## config.mk

```make
export PLATFORM = sky130hd
export DESIGN_NAME = pftk_front
export DESIGN_NICKNAME = d
export VERILOG_FILES = /design/src/rtl/pftk_pkg.sv /design/src/rtl/pftk_front.sv
export SDC_FILE = /design/constraint.sdc
export NUM_CORES = 1
export LEC_CHECK = 0
export BUFFER_PORTS_ARGS = -buffer_cell sky130_fd_sc_hd__clkbuf_2
export CORE_AREA = 2 2 117 119
export DETAILED_ROUTE_END_ITERATION = 16
export DIE_AREA = 0 0 119 121
export GPL_ROUTABILITY_DRIVEN = 0
export GPL_TIMING_DRIVEN = 0
export RECOVER_POWER = 100
export SYNTH_ARGS = -nofsm -noshare
export SYNTH_HDL_FRONTEND = slang
export SYNTH_SLANG_ARGS = --single-unit
```

## constraint.sdc

```tcl
create_clock -name vclk -period 2.4
set_input_delay 0.24 -clock vclk [all_inputs]
set_output_delay 0.24 -clock vclk [all_outputs]
set_load 0.1 [all_outputs]
```

## src/rtl/pftk_pkg.sv

```systemverilog
// Package with the shared types, codes and helpers of the packet filter and source tracker.
package pftk_pkg;

    localparam logic [7:0] MAGIC_T = 8'h54;
    localparam logic [7:0] MAGIC_S = 8'h53;

    localparam logic [3:0] TYPE_PULSE  = 4'h0;
    localparam logic [3:0] TYPE_COLOUR = 4'h1;
    localparam logic [3:0] TYPE_META   = 4'h2;
    localparam logic [3:0] TYPE_END    = 4'hf;

    // Event codes.
    localparam logic [2:0] EV_NONE    = 3'd0;
    localparam logic [2:0] EV_PULSE   = 3'd1;
    localparam logic [2:0] EV_COLOUR  = 3'd2;
    localparam logic [2:0] EV_META    = 3'd3;
    localparam logic [2:0] EV_END     = 3'd4;
    localparam logic [2:0] EV_BLANK   = 3'd5;
    localparam logic [2:0] EV_CFGTICK = 3'd6;
    localparam logic [2:0] EV_UNKNOWN = 3'd7;

    // Drop reason codes.
    localparam logic [2:0] DR_OK      = 3'd0;
    localparam logic [2:0] DR_MODE    = 3'd1;
    localparam logic [2:0] DR_SHORT   = 3'd2;
    localparam logic [2:0] DR_MAGIC   = 3'd3;
    localparam logic [2:0] DR_VERSION = 3'd4;
    localparam logic [2:0] DR_SENDER  = 3'd5;
    localparam logic [2:0] DR_CLEN    = 3'd6;
    localparam logic [2:0] DR_DUP     = 3'd7;

    // Register indexes.
    localparam logic [2:0] REG_HEADER_BYTES = 3'd0;
    localparam logic [2:0] REG_COLOUR_BYTES = 3'd1;
    localparam logic [2:0] REG_STALE_MS     = 3'd2;
    localparam logic [2:0] REG_HOLD_TICKS   = 3'd3;
    localparam logic [2:0] REG_BUTTON       = 3'd4;
    localparam logic [2:0] REG_CFG_SERVICE  = 3'd5;

    typedef struct packed {
        logic [7:0]  header_bytes;
        logic [7:0]  colour_total_bytes;
        logic [31:0] stale_ms;
        logic [15:0] hold_ticks;
        logic        button_present;
        logic        config_service_enabled;
    } cfg_t;

    // One classified item as it travels from the front to the back.
    typedef struct packed {
        logic        is_tick;
        logic [47:0] mac;
        logic [3:0]  ptype;
        logic [7:0]  nonce;
        logic [7:0]  len;
        logic [31:0] now;
        logic        button;
        logic [2:0]  pre_reason;
    } item_t;

    function automatic logic is_stale(input logic [31:0] now, input logic [31:0] heard,
                                      input logic [31:0] limit);
        logic [31:0] age;
        age = now - heard;
        return age >= limit;
    endfunction

endpackage

```

## src/rtl/pftk_front.sv

```systemverilog
// Front end: takes input transfers and classifies the stateless header checks.
module pftk_front
    import pftk_pkg::*;
(
    input  logic        s_valid,
    output logic        s_ready,
    input  logic        s_action,
    input  logic [47:0] s_src_mac,
    input  logic [7:0]  s_magic_first,
    input  logic [7:0]  s_magic_second,
    input  logic [7:0]  s_version_type,
    input  logic [7:0]  s_nonce,
    input  logic [7:0]  s_pkt_len,
    input  logic [31:0] s_now_ms,
    input  logic        s_button_low,
    input  cfg_t        cfg,
    input  logic        q_full,
    output logic        q_push,
    output item_t       q_item
);

    logic [2:0] pre;

    // Length, magic and version checks in their priority order.
    always_comb begin
        if (s_pkt_len < cfg.header_bytes) begin
            pre = DR_SHORT;
        end else if (s_magic_first != MAGIC_T || s_magic_second != MAGIC_S) begin
            pre = DR_MAGIC;
        end else if (s_version_type[7:4] != 4'h0) begin
            pre = DR_VERSION;
        end else begin
            pre = DR_OK;
        end
    end

    assign s_ready = !q_full;
    assign q_push  = s_valid && !q_full;

    always_comb begin
        q_item.is_tick    = s_action;
        q_item.mac        = s_src_mac;
        q_item.ptype      = s_version_type[3:0];
        q_item.nonce      = s_nonce;
        q_item.len        = s_pkt_len;
        q_item.now        = s_now_ms;
        q_item.button     = s_button_low;
        q_item.pre_reason = pre;
    end

endmodule

```

==> metrics.md <==
| Metric | Value |
|---|---|
| Vias in the first global route | `983` |
| DP Worst Slack | `265.1 ps` |
| WHS | `1072 ps` |
| Reg area | `0 sq um` |
| Cell area after synthesis | `1028 sq um` |
| Placed cell count | `460` |
| Ant diodes | `0` |
| Syn-to-layout area delta | `79.81%` |
| Routed Antenna Nets | `0` |
| CP Max Fanout | `3` |
| CLK BUF | `0` |
| Fillers | `1560` |
| Initial DRC Count | `9` |
| DRC | `0` |
| Row count | `42` |
| Worst Tran Pin Value | `1209 ps` |
| Hold crit path type | `input port to output pin` |
| Drt via density | `2.663` |
| Routed via count | `1225` |
| Leakage | `0.9291 nW` |
| Setup-failing EPs final | `0` |
| Initial Util | `7.860%` |
| Routed wire length | `3.216 mm` |
| CP startpoint kind | `input port` |
| Gr usage total | `3.324%` |
| Post-Syn Area per Cell | `7.399 sq um` |
| Area contributors post-synth | `buf_4, ha_1, inv_1` |
| Routed WL per cell | `6.991 um` |
| Post-synthesis cell type count | `18` |
| First-pass GRT wire length | `4.140 mm` |
| Power density relative to cell area | `514.2 nW/um^2` |
| Layout cell share with drive strength beyond 1 | `51.41%` |
| Fin util | `14.13%` |
| Post-route worst setup slack | `252.4 ps` |
| Largest net degree at the start of global routing | `4` |
| Post-cts hold buffer count | `0` |
| Die width | `119 um` |
| Post-CTS Setup Repair Bufs | `0` |
| Worst path required time | `2160 ps` |
| Slew margin rel. | `19.73%` |
| Hold path cells | `2` |
| RSZ-0062 raised after global routing | `false` |
| Sequential-to-total area share from yosys stat | `0%` |
| Antenna violations before repair | `0` |
| Min Tclk post-route | `2148 ps` |
| Core Region | `13090 sq um` |
| NumNets Final | `483` |
| Final hold vios | `0` |
| Ys Warns | `0` |
| CP endpoint kind | `output pin` |
| Final-report max-slew violation count | `0` |
| Number of port buffers | `145` |
| Syn Inst Count | `139` |
| Die Y | `121 um` |
| Cts repair resizes | `0` |
| Drt pass-1 iters | `4` |
| Outcome | `finished clean` |
| Detailed Place HPWL | `3.179 mm` |
| Max frequency | `465.6 MHz` |
| IO Pins | `297` |
| Post-synth top area share | `74.45%` |
| Die ar. | `14400 sq um` |
| CP arrival | `1910 ps` |
| Post-Layout Cell Count | `460` |
| Overflow after GRT | `0` |
| Syn_nets | `336` |
| Worst VDD drop | `0.0001095 V` |
| Tcrit/Tclk final | `89.48%` |
| FF+latch count | `0` |
| Dominant cell type by area after synthesis | `buf_4` |
| Maxcap violations | `0` |
| CP Class | `input port to output pin` |
-- worst max-delay path, cell delays in order --
cell,delay [ps]
clkbuf_2,70
inv_1,40
ha_1,290
a211oi_2,210
o21ai_0,160
a41oi_2,290
nand2b_1,130
clkbuf_2,450
-- cell usage after synthesis --
| cell | instances |
|---|---|
| a211oi_2 | 1 |
| a21oi_1 | 2 |
| a41oi_2 | 1 |
| and4b_1 | 1 |
| buf_4 | 102 |
| ha_1 | 7 |
| inv_1 | 9 |
| nand2_1 | 2 |
| nand2b_1 | 1 |
| nand4_1 | 1 |
| nor2_1 | 3 |
| nor2b_1 | 2 |
| nor3_1 | 1 |
| nor4_1 | 1 |
| nor4b_1 | 2 |
| nor4bb_1 | 1 |
| o21ai_0 | 1 |
| o21ai_1 | 1 |
-- path summary, 6_finish.rpt --
check	start	to
worst max-delay path	cfg[60]	q_item[1]
worst min-delay path	s_src_mac[27]	q_item[83]
-- cell type report --
cell class	instances	area [sq um]	share of cell area [%]
tap	176	220.2	11.91
timing repair buffer	145	595.6	32.21
buffer	102	765.7	41.41
multi-input combinational	28	234.0	12.65
inverter	9	33.78	1.827
-- cells in the final DEF (no fill, tap or decap), types with 2 or more instances in the layout --
cell / Yosys / layout
clkbuf_2: 0 / 41
inv_1: 9 / 9
buf_4: 102 / 102
nor2_1: 3 / 3
clkbuf_1: 0 / 104
nor2b_1: 2 / 2
nor4b_1: 2 / 2
o21ai_0: 1 / 2
a21oi_1: 2 / 2
nand2_1: 2 / 2
ha_1: 7 / 7
-- cell families after synthesis --
kind of cell	synth area share (%)
adders and majority gates	8.515
AOI/OAI and AO/OA	4.744
buffers and inverters	77.74
and+or+nand+nor	9.004
-- layer usage --
metal  wire length [um]  track usage (%)  up-vias
met1                968            3.636      487
met3                408           0.1410        0
met5                  0                0        -
met2               1839            7.292      113
met4                  0                0        0
li1                   -                -      625
-- power by group --
part | leakage [nW] | total [mW] | internal [mW] | switching, mW
combinational | 0.929 | 0.951 | 0.175 | 0.776
sequential | 0 | 0 | 0 | 0
clock | 0 | 0 | 0 | 0
total | 0.929 | 0.951 | 0.175 | 0.776
-- metrics by stage --
stage	power, mW	cell area (sq um)	TNS, ps
after floorplan	0.8619	1033	-13.59
after global routing	0.9801	1849	0
after global placement	0.9793	1979	0
after CTS	0.9831	1979	0
after detailed placement	0.9823	1979	0
final	0.9508	1849	0
Power figures use the tool's default switching activity.
