### src/rtl/pftk_pkg.sv
// Package with the shared types, codes and helpers of the packet filter and source tracker.
package pftk_pkg;

    localparam logic [7:0] MAGIC_T = 8'h54;
    localparam logic [7:0] MAGIC_S = 8'h53;

    localparam logic [3:0] TYPE_PULSE  = 4'h0;
    localparam logic [3:0] TYPE_COLOUR = 4'h1;
    localparam logic [3:0] TYPE_META   = 4'h2;
    localparam logic [3:0] TYPE_END    = 4'hf;

    // Event codes.
    localparam logic [2:0] EV_NONE    = 3'd0;
    localparam logic [2:0] EV_PULSE   = 3'd1;
    localparam logic [2:0] EV_COLOUR  = 3'd2;
    localparam logic [2:0] EV_META    = 3'd3;
    localparam logic [2:0] EV_END     = 3'd4;
    localparam logic [2:0] EV_BLANK   = 3'd5;
    localparam logic [2:0] EV_CFGTICK = 3'd6;
    localparam logic [2:0] EV_UNKNOWN = 3'd7;

    // Drop reason codes.
    localparam logic [2:0] DR_OK      = 3'd0;
    localparam logic [2:0] DR_MODE    = 3'd1;
    localparam logic [2:0] DR_SHORT   = 3'd2;
    localparam logic [2:0] DR_MAGIC   = 3'd3;
    localparam logic [2:0] DR_VERSION = 3'd4;
    localparam logic [2:0] DR_SENDER  = 3'd5;
    localparam logic [2:0] DR_CLEN    = 3'd6;
    localparam logic [2:0] DR_DUP     = 3'd7;

    // Register indexes.
    localparam logic [2:0] REG_HEADER_BYTES = 3'd0;
    localparam logic [2:0] REG_COLOUR_BYTES = 3'd1;
    localparam logic [2:0] REG_STALE_MS     = 3'd2;
    localparam logic [2:0] REG_HOLD_TICKS   = 3'd3;
    localparam logic [2:0] REG_BUTTON       = 3'd4;
    localparam logic [2:0] REG_CFG_SERVICE  = 3'd5;

    typedef struct packed {
        logic [7:0]  header_bytes;
        logic [7:0]  colour_total_bytes;
        logic [31:0] stale_ms;
        logic [15:0] hold_ticks;
        logic        button_present;
        logic        config_service_enabled;
    } cfg_t;

    // One classified item as it travels from the front to the back.
    typedef struct packed {
        logic        is_tick;
        logic [47:0] mac;
        logic [3:0]  ptype;
        logic [7:0]  nonce;
        logic [7:0]  len;
        logic [31:0] now;
        logic        button;
        logic [2:0]  pre_reason;
    } item_t;

    function automatic logic is_stale(input logic [31:0] now, input logic [31:0] heard,
                                      input logic [31:0] limit);
        logic [31:0] age;
        age = now - heard;
        return age >= limit;
    endfunction

endpackage

### src/rtl/pftk_queue.sv
// Two-entry queue that decouples the front end from the back end.
module pftk_queue
    import pftk_pkg::*;
(
    input  logic  aclk,
    input  logic  aresetn,
    input  logic  push,
    input  item_t push_item,
    output logic  full,
    input  logic  pop,
    output logic  not_empty,
    output item_t pop_item
);

    item_t      slot_reg [2];
    logic       wr_ptr_reg;
    logic       rd_ptr_reg;
    logic [1:0] count_reg;

    assign full      = (count_reg == 2'd2);
    assign not_empty = (count_reg != 2'd0);
    assign pop_item  = slot_reg[rd_ptr_reg];

    // Pointer and fill count.
    always_ff @(posedge aclk) begin
        if (!aresetn) begin
            wr_ptr_reg <= 1'b0;
            rd_ptr_reg <= 1'b0;
            count_reg  <= 2'd0;
        end else begin
            if (push) begin
                wr_ptr_reg <= !wr_ptr_reg;
            end
            if (pop) begin
                rd_ptr_reg <= !rd_ptr_reg;
            end
            if (push && !pop) begin
                count_reg <= count_reg + 2'd1;
            end else if (pop && !push) begin
                count_reg <= count_reg - 2'd1;
            end
        end
    end

    // Payload slots.
    always_ff @(posedge aclk) begin
        if (push) begin
            slot_reg[wr_ptr_reg] <= push_item;
        end
    end

endmodule

### config.mk
export PLATFORM = sky130hd
export DESIGN_NAME = pftk_queue
export DESIGN_NICKNAME = d
export VERILOG_FILES = /design/src/rtl/pftk_pkg.sv /design/src/rtl/pftk_queue.sv
export SDC_FILE = /design/constraint.sdc
export NUM_CORES = 1
export LEC_CHECK = 0
export ABC_CLOCK_PERIOD_IN_PS = 8600
export BUFFER_PORTS_ARGS = -buffer_cell sky130_fd_sc_hd__buf_2
export CAP_MARGIN = 20
export CORE_MARGIN = 1
export CORE_UTILIZATION = 40
export CTS_BUF_LIST = sky130_fd_sc_hd__clkbuf_4
export DETAILED_ROUTE_END_ITERATION = 10
export GPL_ROUTABILITY_DRIVEN = 0
export HOLD_SLACK_MARGIN = 0.03
export PLACE_DENSITY = 0.7
export SLEW_MARGIN = 20
export SYNTH_ARGS = -nofsm -noshare
export SYNTH_HDL_FRONTEND = slang
export SYNTH_SLANG_ARGS = --single-unit
### constraint.sdc
create_clock -name aclk -period 8.6 [get_ports aclk]
set_input_delay 1.29 -clock aclk [delete_from_list [all_inputs] [get_ports aclk]]
set_output_delay 1.29 -clock aclk [all_outputs]
set_load 0.01 [all_outputs]
==> results of run 1 <==
[stage by stage]
stage / instances / hold slack (ns) / util
3_3_place_gp: 820 / 0.472 / 0.477
3_5_place_dp: 820 / 0.505 / 0.477
4_1_cts: 912 / 0.519 / 0.509
6_report: 913 / 0.517 / 0.510
5_1_grt: 913 / 0.551 / 0.510
2_1_floorplan: 349 / 0.461 / -
[layer usage]
layer  global-route usage  routed length [um]  vias to the layer above
met5                    0                   0                        -
met4               0.0571                 333                        0
met3               0.0560                1330                       31
met2                0.237                7350                      182
met1                0.158                5830                     2015
li1                     -                   -                     1943
[kinds of logic (layout without fill, tap and decap cells)]
group | Yosys count | count (layout) | share of synthesized area
buffers and inverters | 13 | 312 | 0.0193
AO/OA/AOI/OAI | 3 | 3 | 0.00249
multiplexers | 105 | 105 | 0.170
XOR/XNOR | 3 | 3 | 0.00327
flip-flops | 215 | 215 | 0.796
adder cells (fa/ha/maj) | 1 | 1 | 0.00155
AND/OR/NAND/NOR | 9 | 9 | 0.00700
[cell usage after synthesis]
cell,instances,area (sq um)
dfxtp_1,5,100
o21a_1,1,7.51
edfxtp_1,210,6310
ha_1,1,12.5
xor2_1,2,17.5
inv_1,1,3.75
buf_8,1,15.0
xnor2_1,1,8.76
buf_6,1,11.3
nor2b_1,3,18.8
mux2_4,50,751
or3_1,1,6.26
o21ai_0,1,5.00
and2_1,4,25.0
or2_2,1,6.26
buf_2,5,25.0
a21boi_1,1,7.51
mux2_2,55,619
buf_12,5,100
[cell usage in the layout (no fill, tap or decap), types with 2 or more instances in the layout]
cell type    n
and2_1       3
buf_2      215
buf_4        3
clkbuf_4    75
clkinv_1    14
clkinv_2     2
dfxtp_1      4
edfxtp_1   210
mux2_2      55
mux2_4      50
nor2b_1      2
xor2_1       2
[tightest hold or removal path, delay by kind of cell (launching register included)]
kind / cells / cell delay [ns]
flops: 1 / 0.33
compound gates: 2 / 0.14
[where the power goes]
part	internal, mW	total, mW	switching, mW	leakage [nW]
combinational	0.125	0.241	0.116	1.52
sequential	1.21	1.23	0.0229	2.01
clock	0.400	0.771	0.371	0.379
[final timing paths]
check | from | endpoint | cells after the start
hold reg to reg | count_reg[1]$_SDFFE_PN0P_ | count_reg[1]$_SDFFE_PN0P_ | 2
setup reg to reg | wr_ptr_reg$_SDFFE_PN0P_ | slot_reg[1][6]$_DFFE_PP_ | 2
hold / removal | count_reg[1]$_SDFFE_PN0P_ | count_reg[1]$_SDFFE_PN0P_ | 2
setup / recovery | register | pop_item[20] | 3
[area by class of cell]
type	count	area [sq um]	area share
Sequential cell	215	6410	0.642
Multi-Input combinational cell	121	1500	0.150
Clock buffer	75	563	0.0564
Tap cell	265	332	0.0332
Inverter	1	3.75	0.000376
Clock inverter	17	66.3	0.00664
Timing Repair Buffer	219	1120	0.112
==> qor.yml, run 1 <==
power_density_nw_per_um2: 225
syn_to_final_growth_pct: 24.1
ys_warn_count: 0
synth-seq-cells: 215
cp_top_family: "buffers and inverters"
endpoint_kind: "output pin"
cp_slowest_cell: "buf_4"
cts.reportedPaths.clkPinSlew_ns: 0.06
cts_setup_buffers: 0
netlist_area_sq_um: 8050
port_buffers: 215
fin_crit_sh: 0.491
io_pins: 216
synthCells: 349
grt_util_all_layers: 0.140
syn_nets: 459
crit_path_cell_trace: "buf_4 -> mux2_2 -> buf_2"
drv_slew: 0
cp_max_fo: 67
skew_ns: 0.0232
hold_buffers: 0
final.min_clock_period_ns: 4.23
fin_setup_tns_ns: 0
ir_drop_v: 0.000143
die_area_sq_um: 20700
outcome: "completed"
clkSinkCount: 215
wl_per_cell_um: 16.3
slew_headroom: 0.346
rsz0062_at_grt: "no"
critPathBufInv: 2
worst_slack_ns: 4.37
hp-class: "register to register"
largest_reg_flops: 210
fin_area_sq_um: 9990
cts_root_buf: "clkbuf_4"
p_leak_nw: 3.91
ctsResizeCount: 0
grt-ovfl-total: 0
remaining_drc_errors: 0
drt-total-wl_um: 14800
cts_tree: "yes"
final_hold_viol_count: 0
required_ns: 7.31
die_width_um: 144
insertion_delay_ns: 0.62
seq_area_frac_synth: 0.796
core_region_area_sq_um: 19600
dpl_worst_slack_ns: 4.90
num_rows: 51
cts_buffers: 53
hpwlAfterDp_um: 9360
tightest_slew_ns: 0.981
slowest_delay_ns: 0.87
cts_max_level: 2
fill_cells: 1640
antenna_found_initial: 0
layout.nets: 721
die_h_um: 144
first_iter_violations: 135
cts_buffer_depth: 3
synth_cell_types: 19
first_pass_iters: 4
max_freq_mhz: 237
diodes: 0
grt_max_degree: 70
avgSynthCellArea_sq_um: 23.1
ant_nets: 0
grt_pass1_vias: 4409
start_kind: "register"
setup_viol: 0
cp_data_arrival_time_ns: 2.94
crit_type: "register to output pin"
power_mw: 2.25
rrSetupSlack_ns: 6.42
cap_violations: 0
via_per_inst: 4.57
vias: 4171
placed_cell_area_sq_um: 9340
start_util: 0.411
grt_pass1_wl_um: 21800
drive_gt1_frac: 0.627
(Power assumes the default switching activity.)
==> inputs of run 2 (changes only) <==
- ABC_CLOCK_PERIOD_IN_PS: 8600 -> 4400
- clock period: 8.6 -> 4.4 ns (I/O delays scaled with it)
==> qor.yml, run 2 (synthesis gave the netlist of run 1 again) <==
grt_pass1_vias: 4496  # +2.0%
ctsResizeCount: 0  # unchanged
ir_drop_v: 0.000305  # +110%
cts_setup_buffers: 0  # unchanged
cts_buffers: 54  # +1.9%
outcome: "completed"
endpoint_kind: "output pin"
syn_to_final_growth_pct: 25.0
min_from: "push_item[76]"
holdPathEnd: "slot_reg[1][76]$_DFFE_PP_"
ant_nets: 0  # unchanged
skew_ns: 0.0262  # +0.00300 ns
cap_violations: 0  # unchanged
cts_buffer_depth: 3  # unchanged
first_iter_violations: 135  # unchanged
slew_headroom: 0.436  # +0.0899
die_h_um: 144  # unchanged
grt-ovfl-total: 0  # unchanged
drv_slew: 0  # unchanged
required_ns: 3.74  # -3.57 ns
final_hold_viol_count: 0  # unchanged
grt_max_degree: 82  # +17%
drive_gt1_frac: 0.632  # +0.00576
antenna_found_initial: 0  # unchanged
worst_slack_ns: 1.35  # -3.03 ns
drt-total-wl_um: 14600  # -1.5%
r2r-start: "wr_ptr_reg$_SDFFE_PN0P_"
core_region_area_sq_um: 19600  # unchanged
first_pass_iters: 4  # unchanged
final.min_clock_period_ns: 3.05
remaining_drc_errors: 0  # unchanged
insertion_delay_ns: 0.61  # about the same
cp_max_fo: 36  # -46%
p_leak_nw: 3.94  # +0.92%
hp-class: "primary input to register"
tightest_slew_ns: 0.844  # -0.137 ns
start_util: 0.411  # unchanged
power_density_nw_per_um2: 442  # +97%
rrSetupSlack_ns: 2.50  # -3.92 ns
port_buffers: 215  # unchanged
wl_per_cell_um: 16.0  # -1.7%
dpl_worst_slack_ns: 1.93  # -2.97 ns
cts.reportedPaths.clkPinSlew_ns: 0.08  # +0.02 ns
num_rows: 51  # unchanged
max_freq_mhz: 327
io_pins: 216  # unchanged
die_area_sq_um: 20700  # unchanged
setup_viol: 0  # unchanged
via_per_inst: 4.54  # -0.55%
rr_worst_depth: 2  # unchanged
largest_reg_flops: 210  # unchanged
diodes: 0  # unchanged
cp_data_arrival_time_ns: 2.39  # -0.55 ns
rsz0062_at_grt: "no"
layout_common_cells: "buf_2, edfxtp_1, clkbuf_4"
hpwlAfterDp_um: 9700  # +3.6%
cts_max_level: 2  # unchanged
layout.nets: 725  # +0.55%
cts_root_buf: "clkbuf_4"
vias: 4157  # -0.34%
clkSinkCount: 215  # unchanged
cts_tree: "yes"
hold_depth: 1  # -1
fin_crit_sh: 0.694
timing.rr.end: "slot_reg[0][64]$_DFFE_PP_"
crit_type: "register to output pin"
grt_pass1_wl_um: 21900  # +0.16%
start_kind: "register"
final_common_cell: "buf_2"
hold_buffers: 0  # unchanged
die_width_um: 144  # unchanged
fin_setup_tns_ns: 0  # unchanged
grt_util_all_layers: 0.140  # about the same
-- run 2: cell types whose count changed in the layout (fill, tap and decap cells not counted), sizes merged --
cell / delta
bufinv: +1
clkinv: -2
buf: +3
-- run 2: worst max-delay path by stage --
stage	slack, ns	startpoint	cells past startpoint	endpoint
after floorplan	0.54	push	1	slot_reg[0][0]$_DFFE_PP_
after global placement	1.98	register	3	pop_item[97]
after detailed placement	1.93	push	3	slot_reg[1][79]$_DFFE_PP_
after CTS	1.24	register	3	pop_item[101]
after global routing	1.16	register	3	pop_item[101]
final	1.35	register	3	pop_item[101]
-- run 2: final cells by class --
class	instances	area, sq um
Fill cell	1643	9530
Sequential cell	215	6410
Timing Repair Buffer	222	1170
Tap cell	265	332
Clock buffer	75	563
Multi-Input combinational cell	121	1500
Clock inverter	16	90.1
Inverter	1	3.75
-- run 2: report_power, final --
part           internal (mW)  switching [mW]
Sequential              2.37          0.0427
Combinational          0.248           0.228
Clock                  0.840           0.724
-- run 2: critical path: stages, from the launching register on --
cell	delay [ns]
dfxtp_4	0.74
buf_4	0.49
mux2_2	0.39
buf_2	0.14
-- run 2: stage by stage --
stage,utilization,power (mW),hold WS (ns),area [sq um],std cells
2_1_floorplan,-,2.75,0.461,8050,349
3_3_place_gp,0.479,2.92,0.477,9390,823
3_5_place_dp,0.479,2.94,0.500,9390,823
4_1_cts,0.512,4.53,0.139,10000,914
5_1_grt,0.514,4.67,0.142,10100,915
6_report,0.514,4.45,0.218,10100,915
-- run 2: metal layers --
layer,global-route usage,wire length [um]
met2,0.245,7630
met5,0,0
met1,0.148,5510
met4,0.0649,263
met3,0.0560,1210
